<file path="src/design/remgr_pkg.sv">
`timescale 1ns / 1ps
// ----------------------------------------------------------------------------
// remgr_pkg
// Shared types and constants of the encoder volume, mute and gain ramp block.
// ----------------------------------------------------------------------------
package remgr_pkg;

  localparam int SAMPLE_BITS    = 24;
  localparam int GAIN_FRAC_BITS = 16;
  localparam int GAIN_W         = GAIN_FRAC_BITS + 1;
  localparam int CFG_IDX_W      = 3;
  localparam int CFG_DATA_W     = GAIN_W;
  localparam int QUEUE_DEPTH    = 4;
  localparam int QUEUE_PTR_W    = $clog2(QUEUE_DEPTH);
  localparam int QUEUE_CNT_W    = QUEUE_PTR_W + 1;

  localparam logic [GAIN_W-1:0] UNITY_GAIN = GAIN_W'(1) << GAIN_FRAC_BITS;

  localparam logic [7:0] MIDI_LEN_CC     = 8'd3;
  localparam logic [3:0] STATUS_CC_HI    = 4'hB;
  localparam logic [7:0] DATA_CENTER     = 8'd64;
  localparam logic [6:0] VALUE_MAX       = 7'd127;
  localparam logic [6:0] VALUE_MIN       = 7'd0;
  localparam logic [6:0] VOLUME_RESET    = 7'd3;

  localparam logic [3:0]        CHANNEL_RESET = 4'd0;
  localparam logic [6:0]        ENC_CC_RESET  = 7'd114;
  localparam logic [6:0]        BTN_CC_RESET  = 7'd115;
  localparam logic [6:0]        VOL_CC_RESET  = 7'd119;
  localparam logic [6:0]        MUTE_CC_RESET = 7'd118;
  localparam logic [GAIN_W-1:0] STEP_RESET    = GAIN_W'(137);

  typedef enum logic [CFG_IDX_W-1:0] {
    REG_MIDI_CHANNEL  = 3'd0,
    REG_ENCODER_IN_CC = 3'd1,
    REG_BUTTON_IN_CC  = 3'd2,
    REG_VOLUME_OUT_CC = 3'd3,
    REG_MUTE_OUT_CC   = 3'd4,
    REG_RAMP_STEP     = 3'd5
  } reg_idx_e;

  typedef enum logic [1:0] {
    OP_NONE   = 2'd0,
    OP_ENC    = 2'd1,
    OP_BTN    = 2'd2,
    OP_AUDIO  = 2'd3
  } op_e;

  typedef struct packed {
    logic [3:0]        channel;
    logic [6:0]        enc_cc;
    logic [6:0]        btn_cc;
    logic [6:0]        vol_cc;
    logic [6:0]        mute_cc;
    logic [GAIN_W-1:0] step;
  } cfg_t;

  typedef struct packed {
    op_e                            op;
    logic [7:0]                     data;
    logic signed [SAMPLE_BITS-1:0]  left;
    logic signed [SAMPLE_BITS-1:0]  right;
  } cmd_t;

endpackage

</file>
<file path="src/design/remgr_front.sv">
`timescale 1ns / 1ps
// ----------------------------------------------------------------------------
// remgr_front
// Decodes an incoming MIDI message or audio frame into a queue command.
// ----------------------------------------------------------------------------
module remgr_front (
  input  remgr_pkg::cfg_t                           cfg_i,
  input  logic                                      kind_i,
  input  logic [7:0]                                msg_length_i,
  input  logic [7:0]                                status_byte_i,
  input  logic [7:0]                                controller_byte_i,
  input  logic [7:0]                                data_byte_i,
  input  logic signed [remgr_pkg::SAMPLE_BITS-1:0]  left_in_i,
  input  logic signed [remgr_pkg::SAMPLE_BITS-1:0]  right_in_i,
  output remgr_pkg::cmd_t                           cmd_o
);
  import remgr_pkg::*;

  logic cc_match;
  logic enc_hit;
  logic btn_hit;

  assign cc_match = (msg_length_i == MIDI_LEN_CC) && (status_byte_i[7:4] == STATUS_CC_HI) &&
                    (status_byte_i[3:0] == cfg_i.channel);
  assign enc_hit  = (controller_byte_i == {1'b0, cfg_i.enc_cc});
  assign btn_hit  = (controller_byte_i == {1'b0, cfg_i.btn_cc});

  always_comb begin
    cmd_o.data  = data_byte_i;
    cmd_o.left  = left_in_i;
    cmd_o.right = right_in_i;
    if (kind_i) begin
      cmd_o.op = OP_AUDIO;
    end else if (!cc_match) begin
      cmd_o.op = OP_NONE;
    end else if (enc_hit) begin
      cmd_o.op = (data_byte_i == DATA_CENTER) ? OP_NONE : OP_ENC;
    end else if (btn_hit) begin
      cmd_o.op = OP_BTN;
    end else begin
      cmd_o.op = OP_NONE;
    end
  end

endmodule

</file>
<file path="src/design/remgr_queue.sv">
`timescale 1ns / 1ps
// ----------------------------------------------------------------------------
// remgr_queue
// Short command queue between the decode front and the execute back end.
// ----------------------------------------------------------------------------
module remgr_queue (
  input  logic             clk_i,
  input  logic             rst_ni,
  input  logic             push_i,
  input  remgr_pkg::cmd_t  push_cmd_i,
  output logic             full_o,
  input  logic             pop_i,
  output logic             empty_o,
  output remgr_pkg::cmd_t  pop_cmd_o
);
  import remgr_pkg::*;

  cmd_t                   mem_q [QUEUE_DEPTH];
  logic [QUEUE_PTR_W-1:0] wr_ptr_q, wr_ptr_d;
  logic [QUEUE_PTR_W-1:0] rd_ptr_q, rd_ptr_d;
  logic [QUEUE_CNT_W-1:0] cnt_q, cnt_d;
  logic                   do_push;
  logic                   do_pop;

  assign full_o    = (cnt_q == QUEUE_CNT_W'(QUEUE_DEPTH));
  assign empty_o   = (cnt_q == '0);
  assign do_push   = push_i && !full_o;
  assign do_pop    = pop_i && !empty_o;
  assign pop_cmd_o = mem_q[rd_ptr_q];

  always_comb begin
    wr_ptr_d = do_push ? wr_ptr_q + 1'b1 : wr_ptr_q;
    rd_ptr_d = do_pop ? rd_ptr_q + 1'b1 : rd_ptr_q;
    cnt_d    = cnt_q + QUEUE_CNT_W'(do_push) - QUEUE_CNT_W'(do_pop);
  end

  always_ff @(posedge clk_i or negedge rst_ni) begin
    if (!rst_ni) begin
      wr_ptr_q <= '0;
      rd_ptr_q <= '0;
      cnt_q    <= '0;
    end else begin
      wr_ptr_q <= wr_ptr_d;
      rd_ptr_q <= rd_ptr_d;
      cnt_q    <= cnt_d;
    end
  end

  always_ff @(posedge clk_i) begin
    if (do_push) begin
      mem_q[wr_ptr_q] <= push_cmd_i;
    end
  end

  a_cnt_range: assert property (@(posedge clk_i) disable iff (!rst_ni)
    cnt_q <= QUEUE_CNT_W'(QUEUE_DEPTH))
    else $error("queue count out of range");

  a_ptr_gap: assert property (@(posedge clk_i) disable iff (!rst_ni)
    (wr_ptr_q - rd_ptr_q) == cnt_q[QUEUE_PTR_W-1:0])
    else $error("queue pointers disagree with count");

  a_cnt_track: assert property (@(posedge clk_i) disable iff (!rst_ni)
    (do_push && !do_pop) |=> (cnt_q == $past(cnt_q) + 1'b1))
    else $error("queue count missed a push");

endmodule

</file>
<file path="src/design/remgr_back.sv">
`timescale 1ns / 1ps
// ----------------------------------------------------------------------------
// remgr_back
// Executes queued commands: volume, mute, gain ramp and sample scaling.
// ----------------------------------------------------------------------------
module remgr_back (
  input  logic                                      clk_i,
  input  logic                                      rst_ni,
  input  remgr_pkg::cfg_t                           cfg_i,
  input  logic                                      empty_i,
  input  remgr_pkg::cmd_t                           cmd_i,
  output logic                                      pop_o,
  output logic                                      out_valid_o,
  input  logic                                      out_stall_i,
  output logic                                      msg_valid_o,
  output logic [7:0]                                out_status_o,
  output logic [6:0]                                out_controller_o,
  output logic [6:0]                                out_value_o,
  output logic                                      audio_valid_o,
  output logic signed [remgr_pkg::SAMPLE_BITS-1:0]  left_out_o,
  output logic signed [remgr_pkg::SAMPLE_BITS-1:0]  right_out_o
);
  import remgr_pkg::*;

  localparam int PROD_W = SAMPLE_BITS + GAIN_W + 1;

  logic [6:0]        volume_q, volume_d;
  logic              muted_q, muted_d;
  logic              held_q, held_d;
  logic [GAIN_W-1:0] gain_q, gain_d;

  logic                          s1_valid_q, s1_valid_d;
  logic                          s1_msg_q, s1_msg_d;
  logic [6:0]                    s1_ctl_q, s1_ctl_d;
  logic [6:0]                    s1_value_q, s1_value_d;
  logic                          s1_audio_q, s1_audio_d;
  logic [GAIN_W-1:0]             s1_gain_q, s1_gain_d;
  logic signed [SAMPLE_BITS-1:0] s1_left_q, s1_left_d;
  logic signed [SAMPLE_BITS-1:0] s1_right_q, s1_right_d;

  logic                          out_valid_q;
  logic                          out_msg_q;
  logic [7:0]                    out_status_q;
  logic [6:0]                    out_ctl_q;
  logic [6:0]                    out_value_q;
  logic                          out_audio_q;
  logic signed [SAMPLE_BITS-1:0] out_left_q;
  logic signed [SAMPLE_BITS-1:0] out_right_q;

  logic                          advance;
  logic signed [9:0]             vol_sum;
  logic                          pressed;
  logic [GAIN_W-1:0]             target;
  logic [GAIN_W:0]               gain_up;
  logic [GAIN_W-1:0]             gain_gap;
  logic signed [PROD_W-1:0]      prod_l;
  logic signed [PROD_W-1:0]      prod_r;

  assign advance = !out_valid_q || !out_stall_i;
  assign pop_o   = advance && !empty_i;

  assign vol_sum  = $signed({3'b000, volume_q}) + $signed({2'b00, cmd_i.data}) - 10'sd64;
  assign pressed  = (cmd_i.data >= DATA_CENTER);
  assign target   = muted_q ? '0 : UNITY_GAIN;
  assign gain_up  = {1'b0, gain_q} + {1'b0, cfg_i.step};
  assign gain_gap = gain_q - target;

  always_comb begin
    volume_d   = volume_q;
    muted_d    = muted_q;
    held_d     = held_q;
    gain_d     = gain_q;
    s1_valid_d = pop_o;
    s1_msg_d   = 1'b0;
    s1_ctl_d   = '0;
    s1_value_d = '0;
    s1_audio_d = 1'b0;
    s1_gain_d  = '0;
    s1_left_d  = '0;
    s1_right_d = '0;
    if (pop_o) begin
      unique case (cmd_i.op)
        OP_ENC: begin
          if (vol_sum < 10'sd0) begin
            volume_d = VALUE_MIN;
          end else if (vol_sum > 10'sd127) begin
            volume_d = VALUE_MAX;
          end else begin
            volume_d = vol_sum[6:0];
          end
          s1_msg_d   = 1'b1;
          s1_ctl_d   = cfg_i.vol_cc;
          s1_value_d = volume_d;
        end
        OP_BTN: begin
          held_d = pressed;
          if (pressed && !held_q) begin
            muted_d    = !muted_q;
            s1_msg_d   = 1'b1;
            s1_ctl_d   = cfg_i.mute_cc;
            s1_value_d = muted_d ? VALUE_MAX : VALUE_MIN;
          end
        end
        OP_AUDIO: begin
          if (gain_q < target) begin
            gain_d = (gain_up > {1'b0, target}) ? target : gain_up[GAIN_W-1:0];
          end else if (gain_q > target) begin
            gain_d = (gain_gap <= cfg_i.step) ? target : gain_q - cfg_i.step;
          end
          s1_audio_d = 1'b1;
          s1_gain_d  = gain_d;
          s1_left_d  = cmd_i.left;
          s1_right_d = cmd_i.right;
        end
        default: begin
        end
      endcase
    end
  end

  assign prod_l = PROD_W'(s1_left_q) * $signed({1'b0, s1_gain_q});
  assign prod_r = PROD_W'(s1_right_q) * $signed({1'b0, s1_gain_q});

  always_ff @(posedge clk_i or negedge rst_ni) begin
    if (!rst_ni) begin
      volume_q    <= VOLUME_RESET;
      muted_q     <= 1'b0;
      held_q      <= 1'b0;
      gain_q      <= UNITY_GAIN;
      s1_valid_q  <= 1'b0;
      out_valid_q <= 1'b0;
    end else begin
      volume_q <= volume_d;
      muted_q  <= muted_d;
      held_q   <= held_d;
      gain_q   <= gain_d;
      if (advance) begin
        s1_valid_q  <= s1_valid_d;
        out_valid_q <= s1_valid_q;
      end
    end
  end

  always_ff @(posedge clk_i) begin
    if (advance) begin
      s1_msg_q     <= s1_msg_d;
      s1_ctl_q     <= s1_ctl_d;
      s1_value_q   <= s1_value_d;
      s1_audio_q   <= s1_audio_d;
      s1_gain_q    <= s1_gain_d;
      s1_left_q    <= s1_left_d;
      s1_right_q   <= s1_right_d;
      out_msg_q    <= s1_msg_q;
      out_status_q <= s1_msg_q ? {STATUS_CC_HI, cfg_i.channel} : 8'd0;
      out_ctl_q    <= s1_ctl_q;
      out_value_q  <= s1_value_q;
      out_audio_q  <= s1_audio_q;
      out_left_q   <= prod_l[GAIN_FRAC_BITS +: SAMPLE_BITS];
      out_right_q  <= prod_r[GAIN_FRAC_BITS +: SAMPLE_BITS];
    end
  end

  assign out_valid_o      = out_valid_q;
  assign msg_valid_o      = out_msg_q;
  assign out_status_o     = out_status_q;
  assign out_controller_o = out_ctl_q;
  assign out_value_o      = out_value_q;
  assign audio_valid_o    = out_audio_q;
  assign left_out_o       = out_left_q;
  assign right_out_o      = out_right_q;

  a_gain_max: assert property (@(posedge clk_i) disable iff (!rst_ni)
    gain_q <= UNITY_GAIN)
    else $error("gain above unity");

  a_enc_emits: assert property (@(posedge clk_i) disable iff (!rst_ni)
    (pop_o && cmd_i.op == OP_ENC) |=> (s1_valid_q && s1_msg_q && !s1_audio_q))
    else $error("encoder command produced no message");

  a_mute_stable: assert property (@(posedge clk_i) disable iff (!rst_ni)
    !(pop_o && cmd_i.op == OP_BTN) |=> $stable(muted_q))
    else $error("mute changed without a button command");

  a_gain_stable: assert property (@(posedge clk_i) disable iff (!rst_ni)
    !(pop_o && cmd_i.op == OP_AUDIO) |=> $stable(gain_q))
    else $error("gain moved without an audio frame");

endmodule

</file>
<file path="src/design/relative_encoder_mute_gain_ramp.sv">
`timescale 1ns / 1ps
// ----------------------------------------------------------------------------
// relative_encoder_mute_gain_ramp
// Relative encoder volume, mute button and ramped stereo gain.
//
// Input channel (in_valid_i / in_stall_o) carries either a three-byte MIDI
// control change (kind_i low) or one stereo frame (kind_i high). Output
// channel (out_valid_o / out_stall_i) returns exactly one result per input
// item, in order. A transfer happens on a rising edge with valid high and
// stall low.
// One item per cycle is sustained while out_stall_i stays low. A four-entry
// command queue sits between the decoder and the execute pipeline;
// in_stall_o rises only when that queue is full. The execute path has an
// update stage (volume, mute, gain ramp) and a scaling stage (24 x 17 bit
// multiply) that loads the output register. While out_stall_i is high with
// a result valid, the output holds and the back end pauses; the queue keeps
// taking items until it fills. Reset clears the queue and pipeline, and
// loads volume 3, unmuted, unity gain and the default controller numbers
// and ramp step. Configuration writes go through cfg_we_i / cfg_idx_i /
// cfg_wdata_i; the user must make them only while idle; it is not enforced.
// ----------------------------------------------------------------------------
module relative_encoder_mute_gain_ramp (
  input  logic                                      clk_i,
  input  logic                                      rst_ni,
  input  logic                                      cfg_we_i,
  input  logic [remgr_pkg::CFG_IDX_W-1:0]           cfg_idx_i,
  input  logic [remgr_pkg::CFG_DATA_W-1:0]          cfg_wdata_i,
  input  logic                                      in_valid_i,
  output logic                                      in_stall_o,
  input  logic                                      kind_i,
  input  logic [7:0]                                msg_length_i,
  input  logic [7:0]                                status_byte_i,
  input  logic [7:0]                                controller_byte_i,
  input  logic [7:0]                                data_byte_i,
  input  logic signed [remgr_pkg::SAMPLE_BITS-1:0]  left_in_i,
  input  logic signed [remgr_pkg::SAMPLE_BITS-1:0]  right_in_i,
  output logic                                      out_valid_o,
  input  logic                                      out_stall_i,
  output logic                                      msg_valid_o,
  output logic [7:0]                                out_status_o,
  output logic [6:0]                                out_controller_o,
  output logic [6:0]                                out_value_o,
  output logic                                      audio_valid_o,
  output logic signed [remgr_pkg::SAMPLE_BITS-1:0]  left_out_o,
  output logic signed [remgr_pkg::SAMPLE_BITS-1:0]  right_out_o
);
  import remgr_pkg::*;

  cfg_t cfg_q;
  cmd_t front_cmd;
  cmd_t queue_cmd;
  logic queue_full;
  logic queue_empty;
  logic back_pop;

  always_ff @(posedge clk_i or negedge rst_ni) begin
    if (!rst_ni) begin
      cfg_q.channel <= CHANNEL_RESET;
      cfg_q.enc_cc  <= ENC_CC_RESET;
      cfg_q.btn_cc  <= BTN_CC_RESET;
      cfg_q.vol_cc  <= VOL_CC_RESET;
      cfg_q.mute_cc <= MUTE_CC_RESET;
      cfg_q.step    <= STEP_RESET;
    end else if (cfg_we_i) begin
      unique case (cfg_idx_i)
        REG_MIDI_CHANNEL:  cfg_q.channel <= cfg_wdata_i[3:0];
        REG_ENCODER_IN_CC: cfg_q.enc_cc  <= cfg_wdata_i[6:0];
        REG_BUTTON_IN_CC:  cfg_q.btn_cc  <= cfg_wdata_i[6:0];
        REG_VOLUME_OUT_CC: cfg_q.vol_cc  <= cfg_wdata_i[6:0];
        REG_MUTE_OUT_CC:   cfg_q.mute_cc <= cfg_wdata_i[6:0];
        REG_RAMP_STEP:     cfg_q.step    <= cfg_wdata_i[GAIN_W-1:0];
        default: begin
        end
      endcase
    end
  end

  assign in_stall_o = queue_full;

  remgr_front u_front (
    .cfg_i             (cfg_q),
    .kind_i            (kind_i),
    .msg_length_i      (msg_length_i),
    .status_byte_i     (status_byte_i),
    .controller_byte_i (controller_byte_i),
    .data_byte_i       (data_byte_i),
    .left_in_i         (left_in_i),
    .right_in_i        (right_in_i),
    .cmd_o             (front_cmd)
  );

  remgr_queue u_queue (
    .clk_i      (clk_i),
    .rst_ni     (rst_ni),
    .push_i     (in_valid_i),
    .push_cmd_i (front_cmd),
    .full_o     (queue_full),
    .pop_i      (back_pop),
    .empty_o    (queue_empty),
    .pop_cmd_o  (queue_cmd)
  );

  remgr_back u_back (
    .clk_i            (clk_i),
    .rst_ni           (rst_ni),
    .cfg_i            (cfg_q),
    .empty_i          (queue_empty),
    .cmd_i            (queue_cmd),
    .pop_o            (back_pop),
    .out_valid_o      (out_valid_o),
    .out_stall_i      (out_stall_i),
    .msg_valid_o      (msg_valid_o),
    .out_status_o     (out_status_o),
    .out_controller_o (out_controller_o),
    .out_value_o      (out_value_o),
    .audio_valid_o    (audio_valid_o),
    .left_out_o       (left_out_o),
    .right_out_o      (right_out_o)
  );

endmodule
</file>
<file path="config.mk">
export PLATFORM = sky130hd
export DESIGN_NAME = relative_encoder_mute_gain_ramp
export DESIGN_NICKNAME = d
export VERILOG_FILES = /design/src/design/remgr_pkg.sv /design/src/design/remgr_front.sv /design/src/design/remgr_queue.sv /design/src/design/remgr_back.sv /design/src/design/relative_encoder_mute_gain_ramp.sv
export SDC_FILE = /design/constraint.sdc
export NUM_CORES = 2
export LEC_CHECK = 0
export ABC_AREA = 0
export BUFFER_PORTS_ARGS = -buffer_cell sky130_fd_sc_hd__buf_2
export CAP_MARGIN = 20
export CORE_MARGIN = 3
export CORE_UTILIZATION = 55
export DETAILED_ROUTE_END_ITERATION = 6
export GPL_ROUTABILITY_DRIVEN = 0
export GPL_TIMING_DRIVEN = 0
export HOLD_SLACK_MARGIN = 0.03
export PLACE_DENSITY = 0.72
export SYNTH_ARGS = -nofsm -noshare
export SYNTH_HDL_FRONTEND = slang
export SYNTH_SLANG_ARGS = --single-unit
</file>
<file path="constraint.sdc">
create_clock -name clk_i -period 10.65 [get_ports clk_i]
set_input_delay 1.065 -clock clk_i [delete_from_list [all_inputs] [get_ports clk_i]]
set_output_delay 1.065 -clock clk_i [all_outputs]
set_load 0.005 [all_outputs]
</file>
* Word level (Yosys, flattened, before mapping) *
Memories as Yosys holds them, arrays and structs flattened.
Index checks and enable logic that the tools add are counted.

word-level totals
  bits of input ports = 106
  bits in registers = 237
  memory bits (writable) = 232
  word-level logic and storage cells = 112
  memories = 1

operators by class
  magnitude comparators = 7
  equal/unequal tests = 15
  reduce and logical (&&, ||, !) cells = 25
  mux-type cells = 23
  multiply operators = 2
  add/subtract/negate cells = 9

memory list
  memory         depth  width  rd ports  clocked after memory_dff  write ports  line               text
  u_queue.mem_q  4      58     1         0                         1            remgr_queue.sv:18  cmd_t mem_q [QUEUE_DEPTH];

operators by type and width
  cell                   number
  $mux 17                5
  $mul 24x18->40         2
  $mux 7                 5
  $sub 17x17->17         2
  $pmux 7 s2             2
  $add 17x17->18         1
  $gt 18x17->1           1
  $reduce_and 2->1       9
  $gt 17x17->1           1
  $le 17x17->1           1
  $lt 17x17->1           1
  $eq 8x7->1             2
  $gt 10x8->1 const B    1
  $lt 10x1->1 const B    1
  $sub 10x8->10 const B  1
  $add 7x8->9            1
  $eq 3x3->1 const B     3
  $eq 8x2->1 const B     1
  $eq 8x7->1 const B     1
  $ge 8x7->1 const B     1
  $mux 2                 4
  $mux 8                 1
  $eq 3x2->1 const B     2
  $logic_and 1x1->1      6
  14 further kinds       26

* Logic depth before layout (Yosys ltp) *
An unclocked memory read counts as a cell.

  word-level depth = 7
  gate-level depth with buffers = 25
  mapped depth without buffers = 24

* Hierarchy *
Synthesis repeated with hierarchy kept, for this count alone.

second synthesis, totals
  cell total of the unflattened synthesis = 4451
  area total of the unflattened synthesis = 48511.5 um2

modules (own cells, without submodules)
  module                           cells each  area an instance (um2)  times used
  remgr_back                       3909        36890.4                 1
  remgr_queue                      345         8907.3                  1
  relative_encoder_mute_gain_ramp  108         1989.4                  1
  remgr_front                      89          724.4                   1

* Worst setup path after synthesis *
No wires, ideal clock.

  path type = input to register
  from = input port out_stall_i
  to = register u_queue.cnt_q[2]
  setup time = 0.125 ns
  slack = 4.096 ns
  cell stages on the path = 11
  data arrival time = 6.429 ns
  path buffers = 2
  data required time = 10.525 ns
  cells stage by stage = nand2_1 > o31a_1 > clkbuf_1 > buf_1 > ha_1 > inv_1 > ha_1 > inv_1 > fa_1 > xnor2_1 > xnor2_1

between the ends
  cells in the longest elaborated chain, start to end = 5

RTL lines
  element                     line                                   text
  start: declaration          relative_encoder_mute_gain_ramp.sv:38  input logic out_stall_i,
  $logic_not 1->1             remgr_back.sv:59                       assign advance = !out_valid_q || !out_stall_i;
  $logic_or 1x1->1            remgr_back.sv:59
  $logic_and 1x1->1           remgr_back.sv:60                       assign pop_o = advance && !empty_i;
  named net back_pop          relative_encoder_mute_gain_ramp.sv:54  logic back_pop;
  $logic_and 1x1->1           remgr_queue.sv:28                      assign do_pop = pop_i && !empty_o;
  $sub 3x1->3                 remgr_queue.sv:34                      cnt_d = cnt_q + QUEUE_CNT_W'(do_push) - QUEUE_CNT_W'(do_pop);
  named net u_queue.cnt_d[2]  remgr_queue.sv:21                      logic [QUEUE_CNT_W-1:0] cnt_q, cnt_d;
  end signal: assignment      remgr_queue.sv:45                      cnt_q <= cnt_d;
  end: declaration            remgr_queue.sv:21

The timed path passes the listed nets, and every way through them passes these cells.
A chain may end at the register's enable or synchronous reset.

* Worst setup path in the final report *
  from = register u_back.s1_gain_q[3]
  to = register u_back.out_right_q[16] (netlist: u_back.right_out_o[16]), data pin

between the ends
  cells in the longest elaborated chain, start to end = 1

RTL lines
  element                      line               text
  start: declaration           remgr_back.sv:37   logic [GAIN_W-1:0] s1_gain_q, s1_gain_d;
  start signal: assignment     remgr_back.sv:150  s1_gain_q <= s1_gain_d;
  $mul 24x18->40               remgr_back.sv:122  assign prod_r = PROD_W'(s1_right_q) * $signed({1'b0, s1_gain_q});
  named net u_back.prod_r[32]  remgr_back.sv:57   logic signed [PROD_W-1:0] prod_r;
  end signal: assignment       remgr_back.sv:159  out_right_q <= prod_r[GAIN_FRAC_BITS +: SAMPLE_BITS];
  end: declaration             remgr_back.sv:48   logic signed [SAMPLE_BITS-1:0] out_right_q;

The timed path passes the listed nets, and every way through them passes these cells.

==> impl_metrics.csv <==
group,metric,value,unit
outcome,outcome,"finished, final reports clean",
final_layout,drive_gt1_frac,0.0979,
timing,hold_ws,307,ps
place,placed_cell_area,50200,sq um
clock_tree,numClockSinks,465,
critical_path,critPathRequiredTime,10970,ps
detailed_routing,drt-total-wl,122000,um
detailed_routing,drtIter0Drc,2629,
detailed_routing,via_per_inst,5.56,
critical_path,arrival,8850,ps
floorplanning,core_area,85500,sq um
critical_path,start_kind,"flip-flop",
global_routing,use_met1,0.354,
clock_tree,post_cts_buffers,0,
global_routing,grt.overflow.total,0,
critical_path,critPathMaxStageDelay,830,ps
timing,setup_violations,0,
place,hpwl,96900,um
global_routing,grt_pass1_wl,193000,um
logic_synthesis,synth_edf_count,381,
timing,finalSetupTns,0,ps
critical_path,endpoint_kind,"flip-flop",
final_layout,syn_to_final_growth,9.07,%
timing,final_hold_viol_count,0,
detailed_routing,drc,0,
place,place_inst,5687,
final_layout,layout.cells.non_filler,5798,
critical_path,critical_path_class,"flip-flop to flip-flop",
critical_path,cp_top_family,"adder cells",
timing,final_max_slew_viol_count,0,
critical_path,cp_slowest_cell,"clkbuf_1",
floorplanning,dieArea,90200,sq um
logic_synthesis,syn_area,47600,sq um
place,portBuffers,177,
final_layout,final_cell_area,52000,sq um
critical_path,critPathBufInv,5,
logic_synthesis,syn-num-nets,5484,
floorplanning,io_pins,180,
final_layout,final_common_cell,"inv_1",
critical_path,worstPathMaxFanout,10,
logic_synthesis,synthArstFlopShare,0.181,
detailed_routing,vias,32255,
floorplanning,die_h,300,um
detailed_routing,wl_per_cell,21.1,um
critical_path,rr_startpoint,"u_back.s1_gain_q[3]$_SDFFCE_PN0N_",
timing,slew-limit-headroom,0.181,
logic_synthesis,ys.flop_type,"edfxtp_1",
global_routing,met3_usage,0.0750,
global_routing,grt_pass1_vias,34370,
timing,worst_slew_pin_slew,1230,ps
logic_synthesis,synth-seq-cells,465,
critical_path,startpoint,"u_back.s1_gain_q[3]$_SDFFCE_PN0N_",
clock_tree,h-tree-depth,2,
final_layout,layout_common_cells,"inv_1, fa_1, nand2_1",
critical_path,ff2ff_setup_slack,2120,ps
timing,post-route-period-util,0.801,
global_routing,track_usage,0.281,
clock_tree,cts_hold_buf,0,
logic_synthesis,ys_types,97,
global_routing,grt_most_used_layer,"met2",
logic_synthesis,syn_area_per_cell,10.9,sq um
timing,final.min_clock_period,8530,ps
timing,fmax,117,MHz
flow_run,cap_viol_max_count,0,
clock_tree,cts_tree,"yes",
logic_synthesis,yosysWarnings,0,
clock_tree,clk_transition_reported_paths,60,ps
critical_path,path_common_cell,"fa_1",
logic_synthesis,seq_area_frac_synth,0.285,
logic_synthesis,syn_inst,4357,
critical_path,worstPathCellList,"clkbuf_1 > clkbuf_1 > nand2_1 > fa_1 > fa_1 > fa_1 > inv_1 > fa_1 > fa_1 > inv_1 > fa_1 > inv_1 > ha_1 > nand4_1 > nand3b_1 > or2_2 > o22ai_1 > o31ai_1 > a21boi_0 > o21a_1 > nor2_1 > xnor2_1",
global_routing,grt_util_met2,0.457,
final_layout,fin_nets,5723,
clock_tree,cts.repair.resized,0,
global_routing,grt_max_degree,69,
min_path,hold_path_class,"input port to async pin",
clock_tree,cts_root_buffer,"clkbuf_16",
clock_tree,cts_buffer_depth,3,
floorplanning,start_util,0.557,
clock_tree,cts_inserted_buffers,50,
clock_tree,insertion_delay,640,ps
detailed_routing,first_pass_iters,5,
global_routing,antenna_found_initial,31,
floorplanning,core.rowCount,107,
timing,finalClockSkew,56.8,ps
timing,rsz0062_at_grt,"false",
floorplanning,die-width,300,um
detailed_routing,postRouteAntennaNets,0,
area by class of cell:
class | instances | area [sq um]
sequential | 465 | 13600
tap | 1144 | 1430
fill | 7006 | 33600
timing repair buffer | 187 | 1110
inverter | 988 | 3710
multi-input combinational | 2716 | 29600
antenna | 16 | 40.0
clock buffer | 61 | 1300
buffer | 188 | 803
clock inverter | 33 | 420
logic make-up after synthesis:
kind of cell,synth area share
buffers and inverters,0.0947
AND/OR/NAND/NOR,0.125
adder cells (fa/ha/maj),0.391
flip-flops,0.285
AO/OA/AOI/OAI,0.0433
XOR/XNOR,0.0217
multiplexers,0.0395
other,0.0000787
metal layers:
metal  up-vias  share of wire
met3       383           0.10
met4        24          0.055
li1      14037              -
met1     16442           0.37
met5         -         0.0014
met2      1369           0.47
synthesized netlist by cell type (all sizes together), types with 12 or more instances:
cell    number  share of area
nor2        78         0.0062
fa         778           0.33
a31oi       12         0.0016
nand2      492          0.039
mux2        50          0.012
mux4        58          0.027
and2       394          0.052
nand2b      13         0.0017
nand3       23         0.0024
ha         243          0.064
nor2b       12         0.0016
dfrtp       58          0.030
nor4        14         0.0020
nor3        25         0.0028
and3        55         0.0072
dfstp       26          0.014
edfxtp     381           0.24
inv        988          0.078
o31ai       12         0.0019
o21ai       57         0.0061
xor2        42         0.0077
a21oi       72         0.0076
clkbuf     165          0.013
buf         22         0.0032
a21o        35         0.0055
xnor2       76          0.014
nand4       12         0.0016
sequential cells by signal (all words and copies together), names as in the netlist, 2 cells and up:
signal                   count
u_back.volume_q              7
u_queue.wr_ptr_q             2
u_back.right_out_o          24
u_back.s1_ctl_q              7
u_back.s1_value_q            7
u_queue.rd_ptr_q             2
u_queue.mem_q              232
u_back.gain_q               17
u_back.s1_gain_q            17
u_back.s1_left_q            24
u_back.out_status_o          5
u_back.out_value_o           7
u_queue.cnt_q                3
u_back.out_controller_o      7
cfg_q                       49
u_back.s1_right_q           24
u_back.left_out_o           24
path summary, 6_finish.rpt:
check                                                       end  depth (start not counted)
setup reg to reg               u_back.right_out_o[16]$_DFFE_PN_                         22
min in group clk_i         u_back.out_controller_o[3]$_DFFE_PN_                          0
max in group asynchronous                 cfg_q[44]$_DFFE_PN1P_                          2
setup / recovery               u_back.right_out_o[16]$_DFFE_PN_                         22
hold reg to reg            u_back.out_controller_o[3]$_DFFE_PN_                          0
hold / removal                   u_back.out_valid_o$_DFFE_PN0N_                          1
stage by stage:
step,util,setup WS [ps]
finish,0.607,2120
global route,0.607,1820
CTS,0.607,2280
detailed placement,0.587,2340
global placement,0.584,1210
floorplan,-,4100
Power is not shown: default switching activity piles up to over one toggle a cycle in this logic, so the estimate is an artifact.
